File: src/rtl/core/ssrm_pkg.sv
package ssrm_pkg;

    // Display geometry
    localparam int NUM_DIGITS   = 6;
    localparam int STORE_DIGITS = 6;
    localparam int HALF_DIGITS  = 3;

    localparam logic [7:0]  BLANK_PATTERN  = 8'hFF;
    localparam logic [15:0] TIMEOUT_RESET  = 16'd300;
    localparam logic [3:0]  TOP_VIEW_RESET = 4'd0;
    localparam logic [3:0]  BOT_VIEW_RESET = 4'd2;
    localparam logic [3:0]  LABEL_OFFSET   = 4'd8;

    // Glyph indexes of the label letters (ASCII minus 55)
    localparam logic [4:0] GL_C = 5'd12;
    localparam logic [4:0] GL_D = 5'd13;
    localparam logic [4:0] GL_H = 5'd17;
    localparam logic [4:0] GL_I = 5'd18;
    localparam logic [4:0] GL_N = 5'd23;
    localparam logic [4:0] GL_O = 5'd24;
    localparam logic [4:0] GL_P = 5'd25;
    localparam logic [4:0] GL_S = 5'd28;
    localparam logic [4:0] GL_T = 5'd29;

    // Data sources selected by view bits [2:1]
    typedef logic [3:0][7:0] value_set_t;

    // Active-low glyphs: 0-9, then letters A..I, N, O, P, S, T
    function automatic logic [7:0] glyph(input logic [4:0] idx);
        logic [7:0] pat;
        unique case (idx)
            5'd0:    pat = 8'hC0;
            5'd1:    pat = 8'hF9;
            5'd2:    pat = 8'hA4;
            5'd3:    pat = 8'hB0;
            5'd4:    pat = 8'h99;
            5'd5:    pat = 8'h92;
            5'd6:    pat = 8'h82;
            5'd7:    pat = 8'hD8;
            5'd8:    pat = 8'h80;
            5'd9:    pat = 8'h90;
            5'd10:   pat = 8'h88;
            5'd11:   pat = 8'h83;
            5'd12:   pat = 8'hC6;
            5'd13:   pat = 8'hA1;
            5'd14:   pat = 8'h86;
            5'd15:   pat = 8'h8E;
            5'd16:   pat = 8'h82;
            5'd17:   pat = 8'h8B;
            5'd18:   pat = 8'hFB;
            5'd23:   pat = 8'hAB;
            5'd24:   pat = 8'hA3;
            5'd25:   pat = 8'h8C;
            5'd28:   pat = 8'h93;
            5'd29:   pat = 8'h87;
            default: pat = 8'h11;
        endcase
        return pat;
    endfunction

    // Letter of label code (PCH PCD SPH SPD INH IND OTH OTD) at a position
    function automatic logic [4:0] label_letter(input logic [2:0] code,
                                                input logic [1:0] pos);
        logic [4:0] l0;
        logic [4:0] l1;
        logic [4:0] l2;
        unique case (code[2:1])
            2'd0:    begin l0 = GL_P; l1 = GL_C; end
            2'd1:    begin l0 = GL_S; l1 = GL_P; end
            2'd2:    begin l0 = GL_I; l1 = GL_N; end
            default: begin l0 = GL_O; l1 = GL_T; end
        endcase
        l2 = code[0] ? GL_D : GL_H;
        unique case (pos)
            2'd0:    return l0;
            2'd1:    return l1;
            default: return l2;
        endcase
    endfunction

endpackage

File: src/rtl/core/ssrm_digit.sv
module ssrm_digit (
    input  logic [3:0]              view,
    input  ssrm_pkg::value_set_t    vals,
    input  logic [1:0]              pos,
    output logic [7:0]              pattern
);
    import ssrm_pkg::*;

    logic [7:0]  v;
    logic [1:0]  hundreds;
    logic [6:0]  rem100;
    logic [14:0] tens_prod;
    logic [3:0]  tens;
    logic [3:0]  ones;

    assign v = vals[view[2:1]];

    // Decimal split: compare for hundreds, reciprocal multiply for tens
    always_comb
    begin
        if (v >= 8'd200)
        begin
            hundreds = 2'd2;
            rem100   = 7'(v - 8'd200);
        end
        else if (v >= 8'd100)
        begin
            hundreds = 2'd1;
            rem100   = 7'(v - 8'd100);
        end
        else
        begin
            hundreds = 2'd0;
            rem100   = v[6:0];
        end
        tens_prod = 15'(rem100) * 15'd205;
        tens      = tens_prod[14:11];
        ones      = 4'(rem100 - 7'(tens) * 7'd10);
    end

    // Pattern of this position: label, hex or decimal
    always_comb
    begin
        if (view[3])
            pattern = glyph(label_letter(view[2:0], pos));
        else if (!view[0])
        begin
            unique case (pos)
                2'd0:    pattern = BLANK_PATTERN;
                2'd1:    pattern = glyph({1'b0, v[7:4]});
                default: pattern = glyph({1'b0, v[3:0]});
            endcase
        end
        else
        begin
            unique case (pos)
                2'd0:    pattern = glyph({3'b000, hundreds});
                2'd1:    pattern = glyph({1'b0, tens});
                default: pattern = glyph({1'b0, ones});
            endcase
        end
    end

endmodule

File: src/rtl/core/seven_segment_register_monitor.sv
// Channel   Direction  Handshake          Payload
// in        input      in_valid/in_stall  button, pc_value, sp_value, in_value, out_value
// out       output     out_valid/out_stall segments, digit_select
// cfg       input      cfg_valid/cfg_ready cfg_data (menu timeout)
//
// One item per cycle while out is not stalled; each item passes two registers (input register, result register).
// Menu update, formatting and the scan step for an item happen in the cycle it leaves
// the input register. Reset sets PC hex over SP hex, closes the menu, restarts the scan
// with a blank phase and sets the timeout to 300.
// A stall on out holds the result register; in stalls only when the input register
// is full and cannot move forward. cfg_ready is always high.
module seven_segment_register_monitor (
    input  logic        clk,
    input  logic        rst_n,
    input  logic        in_valid,
    output logic        in_stall,
    input  logic        button,
    input  logic [7:0]  pc_value,
    input  logic [7:0]  sp_value,
    input  logic [7:0]  in_value,
    input  logic [7:0]  out_value,
    output logic        out_valid,
    input  logic        out_stall,
    output logic [7:0]  segments,
    output logic [2:0]  digit_select,
    input  logic        cfg_valid,
    output logic        cfg_ready,
    input  logic [15:0] cfg_data
);
    import ssrm_pkg::*;

    logic        s1_valid_reg;
    logic        s1_button_reg;
    value_set_t  s1_vals_reg;
    logic        s1_adv;
    logic        step;

    logic [15:0] menu_timeout_reg;
    logic [3:0]  top_view_reg,   top_view_next;
    logic [3:0]  bottom_view_reg, bottom_view_next;
    logic        menu_active_reg, menu_active_next;
    logic [15:0] menu_ticks_reg, menu_ticks_next;
    logic        button_held_reg, button_held_next;
    logic [2:0]  scan_index_reg, scan_index_next;
    logic        show_phase_reg, show_phase_next;

    logic        out_valid_reg;
    logic [7:0]  segments_reg, segments_next;
    logic [2:0]  digit_select_reg;

    logic [3:0]  dig_view;
    logic [1:0]  dig_pos;
    logic [7:0]  dig_pattern;

    // Handshakes
    assign s1_adv    = !out_valid_reg || !out_stall;
    assign step      = s1_valid_reg && s1_adv;
    assign in_stall  = s1_valid_reg && !s1_adv;
    assign cfg_ready = 1'b1;

    // Configuration register
    always_ff @(posedge clk or negedge rst_n)
    begin
        if (!rst_n)
            menu_timeout_reg <= TIMEOUT_RESET;
        else if (cfg_valid && cfg_ready)
            menu_timeout_reg <= cfg_data;
    end

    // Input register
    always_ff @(posedge clk or negedge rst_n)
    begin
        if (!rst_n)
            s1_valid_reg <= 1'b0;
        else if (!in_stall)
            s1_valid_reg <= in_valid;
    end

    always_ff @(posedge clk)
    begin
        if (in_valid && !in_stall)
        begin
            s1_button_reg  <= button;
            s1_vals_reg[0] <= pc_value;
            s1_vals_reg[1] <= sp_value;
            s1_vals_reg[2] <= in_value;
            s1_vals_reg[3] <= out_value;
        end
    end

    // Button edge and menu timeout
    always_comb
    begin
        top_view_next    = top_view_reg;
        bottom_view_next = bottom_view_reg;
        menu_active_next = menu_active_reg;
        menu_ticks_next  = menu_ticks_reg;
        button_held_next = s1_button_reg;
        if (s1_button_reg && !button_held_reg)
        begin
            if (!menu_active_reg)
            begin
                bottom_view_next = top_view_reg + LABEL_OFFSET;
                top_view_next    = top_view_reg + LABEL_OFFSET;
                menu_active_next = 1'b1;
            end
            menu_ticks_next = '0;
            top_view_next   = top_view_next + 4'd1;
            if (top_view_next == 4'd0)
                top_view_next = LABEL_OFFSET;
        end
        if (menu_active_next)
        begin
            menu_ticks_next = menu_ticks_next + 16'd1;
            if (menu_ticks_next >= menu_timeout_reg)
            begin
                menu_active_next = 1'b0;
                menu_ticks_next  = '0;
                top_view_next    = top_view_next - LABEL_OFFSET;
                bottom_view_next = bottom_view_next - LABEL_OFFSET;
            end
        end
    end

    // Scan step
    always_comb
    begin
        scan_index_next = scan_index_reg;
        show_phase_next = !show_phase_reg;
        if (show_phase_reg)
        begin
            scan_index_next = scan_index_reg + 3'd1;
            if (int'(scan_index_next) >= NUM_DIGITS)
                scan_index_next = '0;
        end
    end

    // Pick half and position of the digit being shown
    always_comb
    begin
        if (int'(scan_index_next) < HALF_DIGITS)
        begin
            dig_view = bottom_view_next;
            dig_pos  = scan_index_next[1:0];
        end
        else
        begin
            dig_view = top_view_next;
            dig_pos  = 2'(scan_index_next - 3'(HALF_DIGITS));
        end
    end

    ssrm_digit u_digit (
        .view    (dig_view),
        .vals    (s1_vals_reg),
        .pos     (dig_pos),
        .pattern (dig_pattern)
    );

    always_comb
    begin
        if (!show_phase_reg || int'(scan_index_next) >= STORE_DIGITS)
            segments_next = BLANK_PATTERN;
        else
            segments_next = dig_pattern;
    end

    // State registers, advanced once per item
    always_ff @(posedge clk or negedge rst_n)
    begin
        if (!rst_n)
        begin
            top_view_reg    <= TOP_VIEW_RESET;
            bottom_view_reg <= BOT_VIEW_RESET;
            menu_active_reg <= 1'b0;
            menu_ticks_reg  <= '0;
            button_held_reg <= 1'b0;
            scan_index_reg  <= '0;
            show_phase_reg  <= 1'b0;
        end
        else if (step)
        begin
            top_view_reg    <= top_view_next;
            bottom_view_reg <= bottom_view_next;
            menu_active_reg <= menu_active_next;
            menu_ticks_reg  <= menu_ticks_next;
            button_held_reg <= button_held_next;
            scan_index_reg  <= scan_index_next;
            show_phase_reg  <= show_phase_next;
        end
    end

    // Result register
    always_ff @(posedge clk or negedge rst_n)
    begin
        if (!rst_n)
            out_valid_reg <= 1'b0;
        else if (s1_adv)
            out_valid_reg <= s1_valid_reg;
    end

    always_ff @(posedge clk)
    begin
        if (step)
        begin
            segments_reg     <= segments_next;
            digit_select_reg <= scan_index_next;
        end
    end

    assign out_valid    = out_valid_reg;
    assign segments     = segments_reg;
    assign digit_select = digit_select_reg;

    // Checks
    assert property (@(posedge clk) disable iff (!rst_n)
        !menu_active_reg |-> menu_ticks_reg == 16'd0)
        else $error("menu tick count nonzero while menu closed");

    assert property (@(posedge clk) disable iff (!rst_n)
        top_view_reg[3] == menu_active_reg && bottom_view_reg[3] == menu_active_reg)
        else $error("view label bit disagrees with menu state");

    assert property (@(posedge clk) disable iff (!rst_n)
        int'(scan_index_reg) < NUM_DIGITS)
        else $error("scan index out of range");

    assert property (@(posedge clk) disable iff (!rst_n)
        (in_valid && !in_stall) |=> s1_valid_reg)
        else $error("accepted item lost from input register");

endmodule

File: config.mk
export PLATFORM = sky130hd
export DESIGN_NAME = seven_segment_register_monitor
export DESIGN_NICKNAME = d
export VERILOG_FILES = /design/src/rtl/core/ssrm_pkg.sv /design/src/rtl/core/ssrm_digit.sv /design/src/rtl/core/seven_segment_register_monitor.sv
export SDC_FILE = /design/constraint.sdc
export NUM_CORES = 1
export LEC_CHECK = 0
export ABC_CLOCK_PERIOD_IN_PS = 13200
export BUFFER_PORTS_ARGS = -buffer_cell sky130_fd_sc_hd__buf_2
export CAP_MARGIN = 15
export CORE_MARGIN = 2
export CORE_UTILIZATION = 61
export DETAILED_ROUTE_END_ITERATION = 6
export PLACE_DENSITY_LB_ADDON = 0.05
export SYNTH_ARGS = -nofsm -noshare
export SYNTH_HDL_FRONTEND = slang
export SYNTH_SLANG_ARGS = --single-unit
File: constraint.sdc
create_clock -name clk -period 13.2 [get_ports clk]
set_input_delay 0 -clock clk [delete_from_list [all_inputs] [get_ports clk]]
set_output_delay 0 -clock clk [all_outputs]
set_load 0.01 [all_outputs]
==> After elaboration in Yosys (flattened, before gate mapping) <==
Memory sizes are Yosys's and may differ from the RTL's.
Index checks and enable logic that the tools add are counted.
{ "totals": {"register_bits": 92, "mem_bits_ro": 704, "input_bits": 54, "out_inout_bits": 14, "word_cells": 99, "n_memories": 5} }
{ "op_classes": {"add_sub_neg": 10, "mul": 2, "order_cmp": 7, "eq_ne": 6, "mux": 36, "reduce_logical": 16} }
{ "memory_table": {"columns": ["name", "depth", "width", "read_ports", "rd_ports_with_merged_regs", "write_ports", "line_no", "rtl"], "rows": [
  ["(no name shown)", 32, 8, 1, 0, 0, "ssrm_pkg.sv:31", "unique case (idx)"],
  ["(no name shown)", 16, 7, 1, 0, 0, "ssrm_pkg.sv:31", null],
  ["(no name shown)", 16, 7, 1, 0, 0, "ssrm_pkg.sv:31", null],
  ["(no name shown)", 16, 7, 1, 0, 0, "ssrm_pkg.sv:31", null],
  ["(no name shown)", 16, 7, 1, 0, 0, "ssrm_pkg.sv:31", null]
]} }
{ "ops": {"columns": ["op", "count"], "rows": [
  ["2-to-1 mux 16 bit", 3],
  ["2-to-1 mux 4 bit", 11],
  ["one-hot mux 8 bit (2 select lines)", 2],
  ["one-hot mux 8 bit (4 select lines)", 1],
  ["2-to-1 mux 8 bit", 3],
  ["adder 16 x 1 -> 16 bit (second input constant)", 1],
  ["binary-select mux 8 bit (select 2 bit)", 1],
  [">= comparator 16 bit", 1],
  ["multiplier 7 x 8 -> 15 bit (second input constant)", 1],
  ["one-hot mux 5 bit (3 select lines)", 1],
  ["2-to-1 mux 7 bit", 2],
  ["subtractor 7 bit (second input constant)", 2],
  ["one-hot mux 4 bit (3 select lines)", 1],
  ["2-to-1 mux 5 bit", 2],
  ["one-hot mux 5 bit (2 select lines)", 1],
  [">= comparator 8 x 7 -> 1 bit (second input constant)", 1],
  [">= comparator 8 bit (second input constant)", 1],
  ["subtractor 4 bit (second input constant)", 2],
  ["== test 2 x 1 -> 1 bit (second input constant)", 3],
  ["== test 2 bit (second input constant)", 3],
  [">= comparator 3 bit (second input constant)", 2],
  ["logical NOT 1 bit", 6],
  ["logical NOT 2 bit", 3],
  ["2-to-1 mux 3 bit", 2],
  ["other kinds (13)", 21]
]} }

==> Longest topological paths before layout <==
An unclocked memory read counts as a cell.
{ "depth": {"word_depth": 23, "mapped_depth": 45, "ltp_nobuf": 42} }

==> Cells and area by module <==
Synthesis repeated with hierarchy kept, for this count alone.
{ "hier_totals": {"cells_unflattened": 816, "area_unflattened_um2": 7776.2} }
{ "by_module_without_submodules": {"columns": ["module", "instances", "cells_each", "area_per_inst_um2"], "rows": [
  ["seven_segment_register_monitor", 1, 413, 4556.9],
  ["ssrm_digit", 1, 403, 3219.3]
]} }

==> Least setup slack after synthesis <==
Ideal clock, no wire load.
{ "synth_timing": {"path_kind": "reg-to-reg", "from": "register scan_index_reg[0]", "to": "register segments_reg[3] (netlist: segments[3]), data pin", "setup_time_ns": 0.281, "arrival_ns": 9.588, "t_required_ns": 12.919, "setup_slack_ns": 3.331, "stages_incl_launch_ff": 45, "n_path_buf": 4, "path_cell_list": "dfrtp_1 ha_1 nor4bb_2 a221oi_4 inv_4 o21ai_1 a21boi_2 buf_2 nand2_1 nand2_1 clkbuf_1 clkinv_1 ha_1 nand2_1 nand2_1 o32a_1 and2_1 buf_4 [9 not listed] ha_1 a21o_1 a21o_1 a21o_1 a21o_1 a221o_1 a31oi_1 xor2_1 inv_1 fa_1 xor2_1 xnor2_1 xnor2_2 xnor2_4 buf_6 mux4_2 a221oi_2 o211ai_1"} }
{ "synth_via": {"elab_chain_cells": 18} }
{ "synth_rtl": {"columns": ["item", "line_no", "rtl"], "rows": [
  ["start: declaration", "seven_segment_register_monitor.sv:44", "logic [2:0] scan_index_reg, scan_index_next;"],
  ["start signal: assignment", "seven_segment_register_monitor.sv:188", "scan_index_reg <= scan_index_next;"],
  ["adder 3 x 1 -> 3 bit (*)", "seven_segment_register_monitor.sv:132", "scan_index_next = scan_index_reg + 3'd1;"],
  [">= comparator 3 bit", "seven_segment_register_monitor.sv:133", "if (int'(scan_index_next) >= NUM_DIGITS)"],
  ["2-to-1 mux 3 bit (*)", "seven_segment_register_monitor.sv:133", null],
  ["2-to-1 mux 3 bit (*)", "seven_segment_register_monitor.sv:130", "if (show_phase_reg)"],
  ["net scan_index_next[2]", "seven_segment_register_monitor.sv:44", null],
  ["< comparator 3 x 2 -> 1 bit", "seven_segment_register_monitor.sv:141", "if (int'(scan_index_next) < HALF_DIGITS)"],
  ["2-to-1 mux 4 bit", "seven_segment_register_monitor.sv:141", null],
  ["binary-select mux 8 bit (select 2 bit)", "ssrm_digit.sv:16", "assign v = vals[view[2:1]];"],
  ["[3 not listed]", null, null],
  ["2-to-1 mux 7 bit", "ssrm_digit.sv:21", "if (v >= 8'd200)"],
  ["multiplier 7 x 8 -> 15 bit", "ssrm_digit.sv:36", "tens_prod = 15'(rem100) * 15'd205;"],
  ["multiplier 4 x 3 -> 3 bit", "ssrm_digit.sv:38", "ones = 4'(rem100 - 7'(tens) * 7'd10);"],
  ["subtractor 4 bit", "ssrm_digit.sv:38", null],
  ["memory (16 x 7 bit)", null, null],
  ["one-hot mux 8 bit (2 select lines)", "ssrm_digit.sv:56", "unique case (pos)"],
  ["2-to-1 mux 8 bit", "ssrm_digit.sv:46", "else if (!view[0])"],
  ["2-to-1 mux 8 bit", "ssrm_digit.sv:44", "if (view[3])"],
  ["end signal: assignment", "seven_segment_register_monitor.sv:206", "segments_reg <= segments_next;"],
  ["end: declaration", "seven_segment_register_monitor.sv:48", "logic [7:0] segments_reg, segments_next;"]
]} }
Mark *: on every way through the listed nets, which the timed path passes. The rest lies on a longest branch. The select of a mux whose other input is x is not followed.
A chain may end at the register's enable or synchronous reset.

==> Worst setup path after layout <==
{ "layout_timing": {"from": "register show_phase_reg", "to": "register segments_reg[6] (netlist: segments[6]), data pin"} }
{ "layout_via": {"elab_chain_cells": 15} }
{ "layout_rtl": {"columns": ["item", "line_no", "rtl"], "rows": [
  ["start: declaration", "seven_segment_register_monitor.sv:45", "logic show_phase_reg, show_phase_next;"],
  ["start signal: assignment", "seven_segment_register_monitor.sv:189", "show_phase_reg <= show_phase_next;"],
  ["2-to-1 mux 3 bit", "seven_segment_register_monitor.sv:130", null],
  ["< comparator 3 x 2 -> 1 bit", "seven_segment_register_monitor.sv:141", null],
  ["2-to-1 mux 4 bit", "seven_segment_register_monitor.sv:141", null],
  ["binary-select mux 8 bit (select 2 bit)", "ssrm_digit.sv:16", null],
  ["2-to-1 mux 8 bit (not written as such)", "ssrm_digit.sv:16", null],
  ["subtractor 7 bit / >= comparator 8 x 7 -> 1 bit (equally long branches)", "ssrm_digit.sv:29, ssrm_digit.sv:26", null],
  ["2-to-1 mux 7 bit", "ssrm_digit.sv:26", "else if (v >= 8'd100)"],
  ["2-to-1 mux 7 bit", "ssrm_digit.sv:21", null],
  ["multiplier 7 x 8 -> 15 bit", "ssrm_digit.sv:36", null],
  ["multiplier 4 x 3 -> 3 bit", "ssrm_digit.sv:38", null],
  ["subtractor 4 bit", "ssrm_digit.sv:38", null],
  ["memory (16 x 7 bit)", null, null],
  ["one-hot mux 8 bit (2 select lines)", "ssrm_digit.sv:56", null],
  ["2-to-1 mux 8 bit", "ssrm_digit.sv:46", null],
  ["2-to-1 mux 8 bit", "ssrm_digit.sv:44", null]
]} }
Parallel ways exist; a longest one is shown, timed or not. The select of a mux whose other input is x is not followed.

==> flow_summary.ini <==
[outcome]
status = finished clean

[timing]
clock-skew-final_ns = 0.0109
slew_headroom_pct = 41.4
max_freq_ghz = 0.0909
final-hold-violation-count = 0
rsz0062_at_grt = false
period_needed_ns = 11.00
setup_tns_ns = 0
setup_viol = 0
finalMaxSlewViolations = 0
max_slew.worst_pin.slew_ns = 0.880
fin_crit_sh_pct = 83.3

[die]
placementRows = 40
io_pins = 68
initial_utilization_pct = 63.0
coreArea_um2 = 12100
die_w_um = 116
die_h_um = 116
dieArea_um2 = 13400

[cells_and_area]
n_fill_cell = 892
layout_common_cells = nand2_1 (99), ha_1 (80), buf_2 (66), o21ai_0 (60), inv_1 (54)
final_common_cell = nand2_1
n_antenna_cell = 0
layout-drive-gt1-share_pct = 14.4
nNetsFinal = 1074
final_area_um2 = 8950
syn_to_final_growth_pct = 17.3
seqCellArea_um2 = 2530
final_cells = 1104
multi_input_area_um2 = 4720
largest_register_ffs = 32

[synth]
synthCells = 829
async_flop_share_pct = 52.2
synth_top_area_share_pct = 17.3
synth_area_um2 = 7640
ys_seq_elements = 92
ys_types = 84
ys.flop_type = edfxtp_1
syn_area_per_cell_um2 = 9.21
synth_top_cell_by_area = edfxtp_1
yosysWarnings = 0
synth_area_leaders = edfxtp_1 (17%), dfrtp_1 (14%), ha_1 (13%)
ys_seq_area_share_pct = 33.1
syn-num-nets = 972
synth_edf_count = 44

[placed_design]
hpwl_mm = 13.0
io_buffers = 66
placed_area_um2 = 8070
place_inst = 1034
place.gp.congestion = 0.900

[clock_tree]
h-tree-depth = 3
post_cts_buffers = 0
clk_latency_ns = 0.36
cts_buffers = 9
root_buffer = clkbuf_16
clkTransAtPathRegs_ns = 0.07
tritoncts = built
clk_path_buf_depth = 2
cts.sinks = 92

[route]
routed_wl_mm = 19.1
route.detailed.drc = 0
ant_nets = 0
viasPerCell = 6.08
dr.pass1.iters = 5
num_vias = 6712
wl_per_cell_um = 17.3
drtIter0Drc = 704

[setup_path]
timing.rr.start = show_phase_reg$_DFFE_PN0P_
critPathCaptureType = register
slowest_stage = dfrtp_1
worstPathRequired_ns = 13.24
startpoint_type = register
slowest_delay_ns = 0.92
r2r_end = segments[6]$_SDFFCE_PP1P_
path_max_fanout = 21
arrival_ns = 11.04
reg2reg_slack_ns = 2.20
critical_path_class = register to register
r2r_cells = 38

[grt]
overflow = 0
grt_max_degree = 49
grt_pass1_vias = 6480
grt_pass1_wl_mm = 31.6
antenna_found_initial = 0
grtUsageTotal_pct = 30.0

[flow_run]
max-cap-violations = 0

[worst_hold_path]
hp-class = primary input to async pin
==> logic make-up after synthesis <==
group | count (synthesis) | synth area share, %
simple gates | 260 | 16.4
xor+xnor | 40 | 5.03
mux | 32 | 4.83
other cells | 1 | 0.0491
fa+ha+maj | 89 | 15.5
buf+inv | 96 | 5.10
compound gates | 219 | 20.0
flops | 92 | 33.1
==> stage by stage <==
stage | setup slack (ns) | util [%] | hold slack, ns
after floorplan | 3.33 | - | -0.296
after global placement | 2.82 | 66.7 | 0.177
after detailed placement | 2.28 | 66.7 | 0.178
after CTS | 2.28 | 73.8 | 0.0576
after global routing | 1.41 | 73.9 | 0.0582
final | 2.20 | 73.9 | 0.0480
==> layer usage <==
layer  wire length [um]  part of all wire (%)  GRT usage, %
met5                  0                     0             0
met2               9160                    48          49.4
met4                354                   1.9          9.92
met1               8400                    44          40.2
met3               1170                   6.1          5.39
==> worst max-delay path: cells and delay by family, from the launching register on <==
kind                       cells  cell delay, ns
buffers and inverters          4            0.56
muxes                          1            0.37
AOI/OAI and AO/OA             13            3.40
adders and majority gates      7            2.49
xor gates and xnor gates       6            1.62
and+or+nand+nor                7            1.31
DFF                            1            0.92
==> cell type report <==
cell class                 count  area share (%)
tap                          168            2.35
sequential                    92            28.2
timing repair buffer         128            10.5
clock inverter                 7            1.17
inverter                      59            2.50
multi-input combinational    641            52.7
clock buffer                   9            2.52
==> cells in the mapped netlist (all sizes together), types with 8 or more instances <==
cell type,n
clkbuf,25
edfxtp,44
o41ai,11
a21oi,35
o21ai,70
nand2b,10
ha,80
buf,12
and3,11
mux2,13
mux2i,17
fa,9
and2,11
nor3,12
xor2,21
nand4,10
nand2,99
dfrtp,43
inv,57
a21o,19
nand3,30
a31oi,12
nor2,55
xnor2,19
o211ai,8
==> timing repair <==
action                                 in CTS  in global routing
resized for setup                           0                  0
endpoints found under the hold margin      94                  0
hold buffers                               53                  0
==> worst max path at each step <==
| stage | start | to | slack (ns) | cells past startpoint |
|---|---|---|---|---|
| after floorplan | scan_index_reg[0]$_DFFE_PN0P_ | segments[3]$_SDFFCE_PP1P_ | 3.33 | 44 |
| after global placement | scan_index_reg[0]$_DFFE_PN0P_ | segments[6]$_SDFFCE_PP1P_ | 2.82 | 40 |
| after detailed placement | scan_index_reg[0]$_DFFE_PN0P_ | segments[6]$_SDFFCE_PP1P_ | 2.28 | 40 |
| after CTS | scan_index_reg[0]$_DFFE_PN0P_ | segments[6]$_SDFFCE_PP1P_ | 2.28 | 40 |
| after global routing | show_phase_reg$_DFFE_PN0P_ | segments[6]$_SDFFCE_PP1P_ | 1.41 | 38 |
| final | show_phase_reg$_DFFE_PN0P_ | segments[6]$_SDFFCE_PP1P_ | 2.20 | 38 |
Power is left out: the tool's default activity adds up to more than one toggle a clock period on the data nets, which glitch-free logic cannot reach.
